## src/sv/ttlat_pkg.sv

```systemverilog
// Types and constants shared by the TTL aging address table modules.
package ttlat_pkg;

   localparam int ADDR_W       = 32;
   localparam int TTL_W        = 8;
   localparam int SLOT_FIELD_W = 4;
   localparam int REQ_DATA_W   = 32;
   localparam int RSP_DATA_W   = 40;
   localparam int RSP_USER_W   = 2;
   localparam int ENTRY_W      = ADDR_W + TTL_W;
   localparam logic [TTL_W-1:0] MAX_TTL_RESET = 8'd255;

   typedef enum logic [1:0] {
      ACT_REFRESH = 2'd0,
      ACT_RELEASE = 2'd1,
      ACT_ASSIGN  = 2'd2
   } action_type;

   typedef enum logic [1:0] {
      ST_IDLE   = 2'd0,
      ST_SCAN   = 2'd1,
      ST_ASSIGN = 2'd2
   } state_type;

   typedef struct packed {
      logic load;
      logic step;
      logic hit_done;
      logic assign_slot;
   } ctrl_cmd_type;

   typedef struct packed {
      logic slot_valid;
      logic hit;
      logic expire;
      logic last_slot;
      logic out_free;
   } dp_status_type;

endpackage

```

## src/sv/ttlat_ram.sv

```systemverilog
// Generic single-write, single-read RAM with registered read data.
module ttlat_ram #(
   parameter int WIDTH = 40,
   parameter int DEPTH = 16
) (
   input  logic                                   clock,
   input  logic                                   wr_en,
   input  logic [(DEPTH > 1 ? $clog2(DEPTH) : 1)-1:0] wr_addr,
   input  logic [WIDTH-1:0]                       wr_data,
   input  logic [(DEPTH > 1 ? $clog2(DEPTH) : 1)-1:0] rd_addr,
   output logic [WIDTH-1:0]                       rd_data
);

   logic [WIDTH-1:0] mem_ff [DEPTH];
   logic [WIDTH-1:0] rd_data_ff;

   always_ff @(posedge clock) begin
      if (wr_en) begin
         mem_ff[wr_addr] <= wr_data;
      end
      rd_data_ff <= mem_ff[rd_addr];
   end

   assign rd_data = rd_data_ff;

endmodule

```

## src/sv/ttlat_ctrl.sv

```systemverilog
// Controller state machine that sequences the slot scan and result emission.
module ttlat_ctrl (
   input  logic                    clock,
   input  logic                    reset,
   input  logic                    req_tvalid,
   output logic                    req_tready,
   input  ttlat_pkg::dp_status_type st,
   output ttlat_pkg::ctrl_cmd_type  cmd
);

   ttlat_pkg::state_type state_ff;
   ttlat_pkg::state_type state_in;

   always_ff @(posedge clock) begin
      if (reset) begin
         state_ff <= ttlat_pkg::ST_IDLE;
      end else begin
         state_ff <= state_in;
      end
   end

   always_comb begin
      state_in   = state_ff;
      req_tready = 1'b0;
      cmd        = '0;
      case (state_ff)
         ttlat_pkg::ST_IDLE: begin
            req_tready = 1'b1;
            if (req_tvalid) begin
               cmd.load = 1'b1;
               state_in = ttlat_pkg::ST_SCAN;
            end
         end
         ttlat_pkg::ST_SCAN: begin
            if (st.slot_valid && (st.hit || st.expire) && !st.out_free) begin
               state_in = ttlat_pkg::ST_SCAN;
            end else if (st.slot_valid && st.hit) begin
               cmd.hit_done = 1'b1;
               state_in     = ttlat_pkg::ST_IDLE;
            end else begin
               cmd.step = 1'b1;
               if (st.last_slot) begin
                  state_in = ttlat_pkg::ST_ASSIGN;
               end
            end
         end
         ttlat_pkg::ST_ASSIGN: begin
            if (st.out_free) begin
               cmd.assign_slot = 1'b1;
               state_in        = ttlat_pkg::ST_IDLE;
            end
         end
         default: begin
            state_in = ttlat_pkg::ST_IDLE;
         end
      endcase
   end

endmodule

```

## src/sv/ttlat_dpath.sv

```systemverilog
// Datapath with slot storage, scan registers, TTL arithmetic and the result register.
module ttlat_dpath #(
   parameter int SLOT_COUNT = 16
) (
   input  logic                               clock,
   input  logic                               reset,
   input  logic [ttlat_pkg::REQ_DATA_W-1:0]   req_tdata,
   input  logic                               csr_valid,
   input  logic [ttlat_pkg::TTL_W-1:0]        csr_data,
   input  logic                               rsp_tready,
   output logic                               rsp_tvalid,
   output logic [ttlat_pkg::RSP_DATA_W-1:0]   rsp_tdata,
   output logic [ttlat_pkg::RSP_USER_W-1:0]   rsp_tuser,
   output logic                               rsp_tlast,
   input  ttlat_pkg::ctrl_cmd_type            cmd,
   output ttlat_pkg::dp_status_type           st
);

   localparam int IDX_W = SLOT_COUNT > 1 ? $clog2(SLOT_COUNT) : 1;
   localparam logic [IDX_W-1:0] LAST_IDX = IDX_W'(SLOT_COUNT - 1);

   logic [ttlat_pkg::ADDR_W-1:0]       req_addr_ff, req_addr_in;
   logic [IDX_W-1:0]                   idx_ff, idx_in;
   logic                               free_found_ff, free_found_in;
   logic [IDX_W-1:0]                   free_idx_ff, free_idx_in;
   logic [ttlat_pkg::TTL_W:0]          min_ttl_ff, min_ttl_in;
   logic [IDX_W-1:0]                   min_idx_ff, min_idx_in;
   logic [SLOT_COUNT-1:0]              valid_ff, valid_in;
   logic [ttlat_pkg::TTL_W-1:0]        max_ttl_ff, max_ttl_in;
   logic                               rsp_valid_ff, rsp_valid_in;
   ttlat_pkg::action_type              rsp_action_ff, rsp_action_in;
   logic [ttlat_pkg::SLOT_FIELD_W-1:0] rsp_slot_ff, rsp_slot_in;
   logic [ttlat_pkg::ADDR_W-1:0]       rsp_addr_ff, rsp_addr_in;
   logic                               rsp_last_ff, rsp_last_in;

   logic [ttlat_pkg::ENTRY_W-1:0] rd_data;
   logic [ttlat_pkg::ENTRY_W-1:0] wr_data;
   logic [IDX_W-1:0]              rd_addr;
   logic [IDX_W-1:0]              wr_addr;
   logic                          wr_en;
   logic [ttlat_pkg::ADDR_W-1:0]  ram_ip;
   logic [ttlat_pkg::TTL_W-1:0]   ram_ttl;
   logic [ttlat_pkg::TTL_W-1:0]   ttl_dec;
   logic [ttlat_pkg::TTL_W-1:0]   ttl_load;
   logic [IDX_W-1:0]              pick;
   logic                          slot_v;
   logic                          hit;
   logic                          expire;
   logic                          last_slot;
   logic                          out_free;

   ttlat_ram #(
      .WIDTH(ttlat_pkg::ENTRY_W),
      .DEPTH(SLOT_COUNT)
   ) u_ram (
      .clock  (clock),
      .wr_en  (wr_en),
      .wr_addr(wr_addr),
      .wr_data(wr_data),
      .rd_addr(rd_addr),
      .rd_data(rd_data)
   );

   assign ram_ip    = rd_data[ttlat_pkg::ENTRY_W-1:ttlat_pkg::TTL_W];
   assign ram_ttl   = rd_data[ttlat_pkg::TTL_W-1:0];
   assign slot_v    = valid_ff[idx_ff];
   assign hit       = (ram_ip == req_addr_ff);
   assign ttl_dec   = (ram_ttl == '0) ? '0 : ram_ttl - 1'b1;
   assign expire    = (ttl_dec == '0);
   assign ttl_load  = (max_ttl_ff == '0) ? ttlat_pkg::TTL_W'(1) : max_ttl_ff;
   assign last_slot = (idx_ff == LAST_IDX);
   assign out_free  = !rsp_valid_ff || rsp_tready;
   assign pick      = free_found_ff ? free_idx_ff : min_idx_ff;

   assign st.slot_valid = slot_v;
   assign st.hit        = hit;
   assign st.expire     = expire;
   assign st.last_slot  = last_slot;
   assign st.out_free   = out_free;

   always_comb begin
      if (cmd.load) begin
         rd_addr = '0;
      end else if (cmd.step && !last_slot) begin
         rd_addr = IDX_W'(idx_ff + 1'b1);
      end else begin
         rd_addr = idx_ff;
      end
   end

   always_comb begin
      wr_en   = 1'b0;
      wr_addr = idx_ff;
      wr_data = {ram_ip, ttl_dec};
      if (cmd.hit_done) begin
         wr_en   = 1'b1;
         wr_data = {req_addr_ff, ttl_load};
      end else if (cmd.step && slot_v && !expire) begin
         wr_en = 1'b1;
      end else if (cmd.assign_slot) begin
         wr_en   = 1'b1;
         wr_addr = pick;
         wr_data = {req_addr_ff, ttl_load};
      end
   end

   always_comb begin
      req_addr_in   = req_addr_ff;
      idx_in        = idx_ff;
      free_found_in = free_found_ff;
      free_idx_in   = free_idx_ff;
      min_ttl_in    = min_ttl_ff;
      min_idx_in    = min_idx_ff;
      valid_in      = valid_ff;
      max_ttl_in    = csr_valid ? csr_data : max_ttl_ff;
      rsp_valid_in  = rsp_valid_ff && !rsp_tready;
      rsp_action_in = rsp_action_ff;
      rsp_slot_in   = rsp_slot_ff;
      rsp_addr_in   = rsp_addr_ff;
      rsp_last_in   = rsp_last_ff;
      if (cmd.load) begin
         req_addr_in   = req_tdata;
         idx_in        = '0;
         free_found_in = 1'b0;
         free_idx_in   = '0;
         min_ttl_in    = {1'b1, {ttlat_pkg::TTL_W{1'b0}}};
         min_idx_in    = '0;
      end
      if (cmd.hit_done) begin
         rsp_valid_in  = 1'b1;
         rsp_action_in = ttlat_pkg::ACT_REFRESH;
         rsp_slot_in   = ttlat_pkg::SLOT_FIELD_W'(idx_ff);
         rsp_addr_in   = req_addr_ff;
         rsp_last_in   = 1'b1;
      end
      if (cmd.step) begin
         if (!last_slot) begin
            idx_in = IDX_W'(idx_ff + 1'b1);
         end
         if (!slot_v) begin
            free_found_in = 1'b1;
            free_idx_in   = idx_ff;
         end else if (expire) begin
            free_found_in    = 1'b1;
            free_idx_in      = idx_ff;
            valid_in[idx_ff] = 1'b0;
            rsp_valid_in     = 1'b1;
            rsp_action_in    = ttlat_pkg::ACT_RELEASE;
            rsp_slot_in      = ttlat_pkg::SLOT_FIELD_W'(idx_ff);
            rsp_addr_in      = ram_ip;
            rsp_last_in      = 1'b0;
         end else if ({1'b0, ttl_dec} < min_ttl_ff) begin
            min_ttl_in = {1'b0, ttl_dec};
            min_idx_in = idx_ff;
         end
      end
      if (cmd.assign_slot) begin
         valid_in[pick] = 1'b1;
         rsp_valid_in   = 1'b1;
         rsp_action_in  = ttlat_pkg::ACT_ASSIGN;
         rsp_slot_in    = ttlat_pkg::SLOT_FIELD_W'(pick);
         rsp_addr_in    = req_addr_ff;
         rsp_last_in    = 1'b1;
      end
   end

   always_ff @(posedge clock) begin
      if (reset) begin
         valid_ff     <= '0;
         max_ttl_ff   <= ttlat_pkg::MAX_TTL_RESET;
         rsp_valid_ff <= 1'b0;
         idx_ff       <= '0;
      end else begin
         valid_ff     <= valid_in;
         max_ttl_ff   <= max_ttl_in;
         rsp_valid_ff <= rsp_valid_in;
         idx_ff       <= idx_in;
      end
   end

   always_ff @(posedge clock) begin
      req_addr_ff   <= req_addr_in;
      free_found_ff <= free_found_in;
      free_idx_ff   <= free_idx_in;
      min_ttl_ff    <= min_ttl_in;
      min_idx_ff    <= min_idx_in;
      rsp_action_ff <= rsp_action_in;
      rsp_slot_ff   <= rsp_slot_in;
      rsp_addr_ff   <= rsp_addr_in;
      rsp_last_ff   <= rsp_last_in;
   end

   assign rsp_tvalid = rsp_valid_ff;
   assign rsp_tdata  = {4'b0000, rsp_addr_ff, rsp_slot_ff};
   assign rsp_tuser  = rsp_action_ff;
   assign rsp_tlast  = rsp_last_ff;

endmodule

```

## src/sv/ttl_aging_address_table.sv

```systemverilog
// Top level of the TTL aging address table: controller, datapath and configuration port.
// One request is handled at a time; slot storage is read one slot per cycle unless a waiting result
// stalls the scan. A miss scans every slot before its final result; a hit in slot k ends the scan there.
// A stalled result halts the scan only when the current slot or the assignment has another result to give.
// Reset clears all slot valid bits and sets max_ttl to 255; no clearing pass is run.
module ttl_aging_address_table #(
   parameter int SLOT_COUNT = 16
) (
   input  logic                             clock,
   input  logic                             reset,
   input  logic                             req_tvalid,
   output logic                             req_tready,
   input  logic [ttlat_pkg::REQ_DATA_W-1:0] req_tdata,  // [31:0] ip_address
   output logic                             rsp_tvalid,
   input  logic                             rsp_tready,
   output logic [ttlat_pkg::RSP_DATA_W-1:0] rsp_tdata,  // [3:0] slot, [35:4] slot_address
   output logic [ttlat_pkg::RSP_USER_W-1:0] rsp_tuser,  // [1:0] action
   output logic                             rsp_tlast,
   input  logic                             csr_valid,
   output logic                             csr_ready,
   input  logic [ttlat_pkg::TTL_W-1:0]      csr_data
);

   ttlat_pkg::ctrl_cmd_type  cmd;
   ttlat_pkg::dp_status_type st;

   assign csr_ready = 1'b1;

   ttlat_ctrl u_ctrl (
      .clock     (clock),
      .reset     (reset),
      .req_tvalid(req_tvalid),
      .req_tready(req_tready),
      .st        (st),
      .cmd       (cmd)
   );

   ttlat_dpath #(
      .SLOT_COUNT(SLOT_COUNT)
   ) u_dpath (
      .clock     (clock),
      .reset     (reset),
      .req_tdata (req_tdata),
      .csr_valid (csr_valid),
      .csr_data  (csr_data),
      .rsp_tready(rsp_tready),
      .rsp_tvalid(rsp_tvalid),
      .rsp_tdata (rsp_tdata),
      .rsp_tuser (rsp_tuser),
      .rsp_tlast (rsp_tlast),
      .cmd       (cmd),
      .st        (st)
   );

endmodule

```

## config.mk

```make
export PLATFORM = sky130hd
export DESIGN_NAME = ttl_aging_address_table
export DESIGN_NICKNAME = d
export VERILOG_FILES = /design/src/sv/ttlat_pkg.sv /design/src/sv/ttlat_ram.sv /design/src/sv/ttlat_ctrl.sv /design/src/sv/ttlat_dpath.sv /design/src/sv/ttl_aging_address_table.sv
export SDC_FILE = /design/constraint.sdc
export NUM_CORES = 1
export LEC_CHECK = 0
export BUFFER_PORTS_ARGS = -buffer_cell sky130_fd_sc_hd__buf_2
export CORE_UTILIZATION = 45
export DETAILED_ROUTE_END_ITERATION = 10
export SKIP_LAST_GASP = 1
export SLEW_MARGIN = 0
export SYNTH_ARGS = -nofsm -noshare
export SYNTH_HDL_FRONTEND = slang
export SYNTH_HIERARCHICAL = 1
export SYNTH_SLANG_ARGS = --single-unit
```

## constraint.sdc

```tcl
create_clock -name clock -period 8.2 [get_ports clock]
set_clock_uncertainty 0.2 [all_clocks]
set_input_delay 0 -clock clock [delete_from_list [all_inputs] [get_ports clock]]
set_output_delay 0 -clock clock [all_outputs]
set_load 0.01 [all_outputs]
```

======== Word-level counts from Yosys, hierarchy flattened ========
Memory sizes are Yosys's and may differ from the RTL's. A register that Yosys moved wholly into a read port is not among the register bits.
Index checks and enable logic that the tools add are counted.
word-level totals
  bits in registers ....................... 120
  bits in latches ......................... 0
  bits in writable memories ............... 640
  memory bits (read-only) ................. 0
  bits of input ports ..................... 45
  output and inout port bits .............. 46
  word-level logic and storage cells ...... 138
  memories kept ........................... 1
memories
  name                  depth  width  read ports  clocked after memory_dff  write ports  RTL line         RTL
  u_dpath.u_ram.mem_ff  16     40     1           1                         1            ttlat_ram.sv:14  logic [WIDTH-1:0] mem_ff [DEPTH];
cells by class
  add/subtract/negate cells ............... 2
  $mul .................................... 0
  divide/modulo/power cells ............... 0
  order comparisons ....................... 5
  equality and inequality tests ........... 7
  shift operators ......................... 0
  mux-type cells .......................... 85
  bitwise logic cells ..................... 3
  reduce and logical (&&, ||, !) cells .... 21
operators by type and width
  cell                                                                                  count
  32-bit two-way mux                                                                    5
  40-bit two-way mux                                                                    3
  4-bit two-way mux                                                                     23
  16-bit two-way mux                                                                    4
  9-bit two-way mux                                                                     5
  32-bit equality test                                                                  1
  1-bit two-way mux                                                                     28
  8-bit logical NOT                                                                     3
  2-bit two-way mux                                                                     11
  16-bit bitwise AND                                                                    1
  8-bit two-way mux                                                                     2
  16-bit inverter                                                                       1
  16-bit bitwise OR                                                                     1
  4-bit by 5-bit less-than comparator with 1-bit output (second input constant)         2
  1-bit logical AND                                                                     9
  8-bit by 9-bit less-than comparator with 1-bit output                                 1
  1-bit demux with 4-bit select                                                         2
  4-bit by 1-bit greater-or-equal comparator with 1-bit output (second input constant)  2
  8-bit by 1-bit subtractor with 8-bit output (second input constant)                   1
  2-bit case mux with 3 select lines                                                    1
  1-bit logical NOT                                                                     5
  4-bit by 1-bit adder with 4-bit output (second input constant)                        1
  1-bit binary-select mux with 4-bit select                                             1
  4-bit equality test (second input constant)                                           1
  8 further kinds                                                                       9

======== Depth between registers and ports, before layout ========
  depth after elaboration ................. 14
  gate-level depth with buffers ........... 22
  depth with buffers taken out ............ 17

======== By module ========
Netlist, hierarchy kept.
by module, submodules not included
  module                   times used  cells each  area each (sq um)  seq. area each (sq um)
  ttlat_ram                1           1040        25131.6            20019.2
  ttlat_dpath              1           595         6185.9             2682.6
  ttlat_ctrl               1           19          153.9              40.0
  ttl_aging_address_table  1           2           11.3               0.0

======== Worst setup path before layout ========
Ideal clock, no wire load.
  path type ............................... reg-to-reg
  from .................................... register u_dpath.u_ram.rd_data_ff[0] (netlist: u_dpath/u_ram/rd_data[0]) (read register of u_dpath.u_ram.mem_ff)
  to ...................................... memory u_dpath.u_ram.mem_ff[0][0], enable pin
  library setup time ...................... 487 ps
  arrival time ............................ 5770 ps
  data required time ...................... 7513 ps
  slack ................................... 1743 ps
  stages on the path, launching flop included .. 17
  path buffers ............................ 1
  period minus slack after synthesis ...... 6457 ps
  cell sequence ........................... dfxtp_1 > inv_1 > ha_1 > nor3b_1 > and2_1 > a41o_1 > nand2_1 > inv_1 > buf_4 > nor2b_1 > o21ai_0 > and2_1 > o211a_1 > nor3_4 > mux2i_1 > or3b_2 > nor3_1
RTL lines
  element             RTL line         RTL
  start: declaration  ttlat_ram.sv:15  logic [WIDTH-1:0] rd_data_ff;
  end: declaration    ttlat_ram.sv:14

==> flow_summary.rst <==
.. list-table::
   :header-rows: 1

   * - Metric
     - Value
   * - Static power due to leakage
     - 12.1 nW
   * - Worst hold-check path type
     - input port to flop
   * - Initial core utilization
     - 0.457
   * - Antenna violations before repair
     - 1
   * - Worst-path cell with the longest stage delay
     - nor2_4
   * - Maximum clock path buffer count
     - 3
   * - Largest net degree at the start of global routing
     - 161
   * - Unique masters post-synth
     - 61
   * - Number of routed nets with antenna violations
     - 0
   * - Min Clock Period, post-route
     - 5.96 ns
   * - TritonCTS clock tree
     - built
   * - Filler Cell Count
     - 5458
   * - Fin. max-slew vios
     - 0
   * - Area delta synth->final
     - 16.0%
   * - Number of placement rows
     - 96
   * - Clock latency reported for the late side of the worst-skew pair
     - 0.63 ns
   * - Crit Path Class
     - flop to flop
   * - Die outline width
     - 267 um
   * - Total wire length after detailed routing
     - 74100 um
   * - Warnings from Yosys
     - 6
   * - Standard cell area after detailed placement
     - 32800 sq um
   * - R2R setup slack
     - 2.24 ns
   * - Cells taking the most area after synthesis
     - edfxtp_1, dfxtp_1, mux4_2, mux4_1, a22oi_1
   * - Post-CTS Repair Setup Buffers
     - 0
   * - Antenna cell count
     - 0
   * - Endpoint required time on the critical path
     - 8.28 ns
   * - First-pass GRT wire length
     - 109000 um
   * - Number of flops mapped to enable cells by yosys
     - 672
   * - Part of the Yosys area used for sequential elements
     - 0.722
   * - Multi-input gate area
     - 8070 sq um
   * - Chip height
     - 267 um
   * - Worst endpoint data arrival time
     - 6.04 ns
   * - RSZ-0062 raised after global routing
     - false
   * - Crit end category
     - flop
   * - Worst-path fanout max
     - 24
   * - Non-Filler Cell Area, Final
     - 36500 sq um
   * - Max Clk Rate
     - 168 MHz
   * - Library cell used as clock root buffer
     - clkbuf_16
   * - Count of maximum capacitance violations
     - 0
   * - Mapped Cells
     - 1656
   * - HPWL reported at the end of detailed placement
     - 40700 um
   * - Number of global-route vias before repair
     - 16620
   * - Global router's overall resource usage
     - 0.211
   * - Post-CTS clock slew at the launch and capture registers of the worst setup and hold paths
     - 0.06 ns
   * - Yosys top cell by area
     - edfxtp_1
   * - Total die area
     - 71000 sq um
   * - Avg Synthesized Cell Area
     - 19.0 sq um
   * - Areal power density over the cells
     - 244 nW/um^2
   * - Setup-violating endpoint count in the final report
     - 0
   * - Main flop type after synthesis
     - edfxtp_1
   * - Largest stage delay on the critical path
     - 0.95 ns
   * - Total negative slack
     - 0 ns
   * - Final hold vios
     - 0
   * - Number of primary I/O pins
     - 91
   * - Share of layout cells above drive strength 1
     - 0.229
   * - Area share of the largest cell type after synthesis
     - 0.641
   * - Crit-path cells
     - xor2_1, nor4_1, nand4_1, nor2_1, o21ai_0, and2_1, o211a_1, nor3_4, mux2i_1, nand2b_1, nor2_4, buf_4
   * - Post-synthesis cell area
     - 31500 sq um
   * - Initial DRC Count
     - 1573
   * - Asr flop ratio synth
     - 0
   * - Weighted congestion reported at the end of routability-driven placement
     - 0.805
   * - FF+latch area
     - 22700 sq um
   * - H-tree Lvls
     - 3
   * - Transition at the pin with the smallest max-transition slack
     - 1.14 ns
   * - Number of clock buffers inserted by TritonCTS
     - 81
   * - VDD IR-drop max
     - 0.149 mV
   * - Synth Register Bits
     - 800
   * - Detail-routed via count per cell
     - 5.80
   * - Core area
     - 68900 sq um
   * - Nets
     - 1908
   * - Status
     - completed
   * - GRT overflow
     - 0
   * - Pre-Repair DR Iteration Count
     - 5
   * - Average wire per cell in the routed design
     - 26.0 um
   * - Overall via count from detail_route
     - 16517
   * - Buffers on Ports
     - 85
   * - Period utilization
     - 0.727
   * - # clock sinks
     - 800
   * - Crit start category
     - flop
   * - Number of design rule violations left after detail routing
     - 0
   * - Relative max-transition margin
     - 0.239
==> layout make-up <==
class | instances | share of cell area
Timing Repair Buffer | 209 | 0.0442
Multi-Input combinational cell | 719 | 0.221
Clock inverter | 46 | 0.0149
Clock buffer | 102 | 0.0611
Tap cell | 931 | 0.0319
Sequential cell | 800 | 0.623
Inverter | 39 | 0.00401
==> layout by cell type, fill, tap and decap left out, drive strengths merged, types with 4 or more instances in the layout <==
cell	count
buf	116
mux2	56
inv	42
a211o	9
edfxtp	672
a2bb2oi	32
nand4	6
a311o	12
nor2b	15
nor3	11
nor2	45
bufinv	10
o22ai	35
a22oi	82
dfxtp	128
nor4	11
ha	13
xor2	34
nand2	65
clkinv	30
and2	5
nand3	11
o21ai	27
dlygate4sd3	93
mux2i	22
a21oi	22
mux4	162
nand2b	4
clkbuf	102
conb	5
==> power breakdown <==
part,leakage (nW),total (mW),switching [mW],internal (mW)
combinational,3.66,0.541,0.304,0.237
clock,1.36,3.80,1.54,2.26
sequential,7.11,4.56,0.0492,4.51
==> state kept, by name, indices dropped and copies added (netlist names) <==
signal                 flops
u_ctrl/state_ff            2
u_dpath/min_ttl_ff         9
u_dpath/rsp_addr_ff       32
u_dpath/idx_ff             4
u_dpath/free_found_ff      1
u_dpath/rsp_tuser          2
u_dpath/min_idx_ff         4
u_dpath/rsp_tvalid         1
u_dpath/valid_ff          16
u_dpath/u_ram/mem_ff     640
u_dpath/rsp_tlast          1
u_dpath/rsp_slot_ff        4
u_dpath/free_idx_ff        4
u_dpath/u_ram/rd_data     40
u_dpath/req_addr_ff       32
u_dpath/max_ttl_ff         8
==> repair_timing <==
item	in CTS	in global routing
gates resized for setup	0	0
setup endpoints to repair	0	0
hold endpoints to repair	65	0
hold buffers	93	0
==> cells by family after synthesis <==
kind of cell / Yosys count / synth area share
XOR/XNOR: 35 / 0.00974
other: 2 / 0.000239
AO/OA/AOI/OAI: 238 / 0.0559
flip-flops: 800 / 0.722
AND/OR/NAND/NOR: 188 / 0.0294
multiplexers: 240 / 0.150
buffers and inverters: 140 / 0.0270
adder cells (fa/ha/maj): 13 / 0.00517
==> cells in the mapped netlist (8+ instances only) <==
| library cell | count |
|---|---|
| o22ai_1 | 33 |
| nor2_1 | 45 |
| a2bb2oi_1 | 32 |
| edfxtp_1 | 672 |
| xor2_1 | 34 |
| inv_1 | 39 |
| nor4_1 | 10 |
| mux4_1 | 61 |
| mux2i_1 | 22 |
| a21oi_1 | 19 |
| dfxtp_1 | 128 |
| nand3_1 | 11 |
| clkbuf_1 | 43 |
| nand2_1 | 65 |
| nor2b_1 | 15 |
| mux4_2 | 101 |
| ha_1 | 13 |
| buf_6 | 8 |
| buf_12 | 11 |
| a211o_1 | 9 |
| buf_4 | 12 |
| nor3_1 | 10 |
| o21ai_0 | 26 |
| a311o_1 | 12 |
| a22oi_1 | 82 |
| mux2_2 | 54 |
| buf_2 | 23 |
==> routing by layer <==
layer | share of wire | up-vias | GRT usage
li1 | - | 7155 | -
met1 | 0.44 | 8624 | 0.305
met2 | 0.47 | 641 | 0.329
met3 | 0.071 | 97 | 0.0427
met4 | 0.019 | 0 | 0.0505
met5 | 0 | - | 0
==> path summary, 6_finish.rpt <==
path | from | endpoint | depth (start not counted)
worst min-delay path | csr_valid | u_dpath/max_ttl_ff[0] | 3
worst min register to register | u_dpath/min_idx_ff[1] | u_dpath/min_idx_ff[1] | 2
worst max register to register | u_dpath/req_addr_ff[12] | u_dpath/u_ram/mem_ff[5][3] | 12
worst max-delay path | u_dpath/req_addr_ff[12] | u_dpath/u_ram/mem_ff[5][3] | 12
==> through the flow <==
stage / setup WS [ns] / util / cells / power (mW) / hold slack [ns]
finish: 2.24 / 0.530 / 2846 / 8.90 / 0.170
global route: 1.80 / 0.530 / 2846 / 9.17 / 0.159
CTS: 2.33 / 0.530 / 2846 / 8.96 / 0.114
detailed placement: 2.34 / 0.476 / 2605 / 5.15 / -0.0131
global placement: 2.50 / 0.476 / 2605 / 5.14 / -0.00125
floorplan: 1.74 / - / 1659 / 5.01 / -0.131
==> critical path: cells and delay by family (launching register included) <==
family / cells / cell delay (ns)
xor gates and xnor gates: 1 / 0.18
AOI/OAI and AO/OA: 2 / 0.47
DFF: 1 / 0.43
muxes: 1 / 0.65
and+or+nand+nor: 7 / 3.18
buffers and inverters: 1 / 0.48
Power figures use the tool's default switching activity.
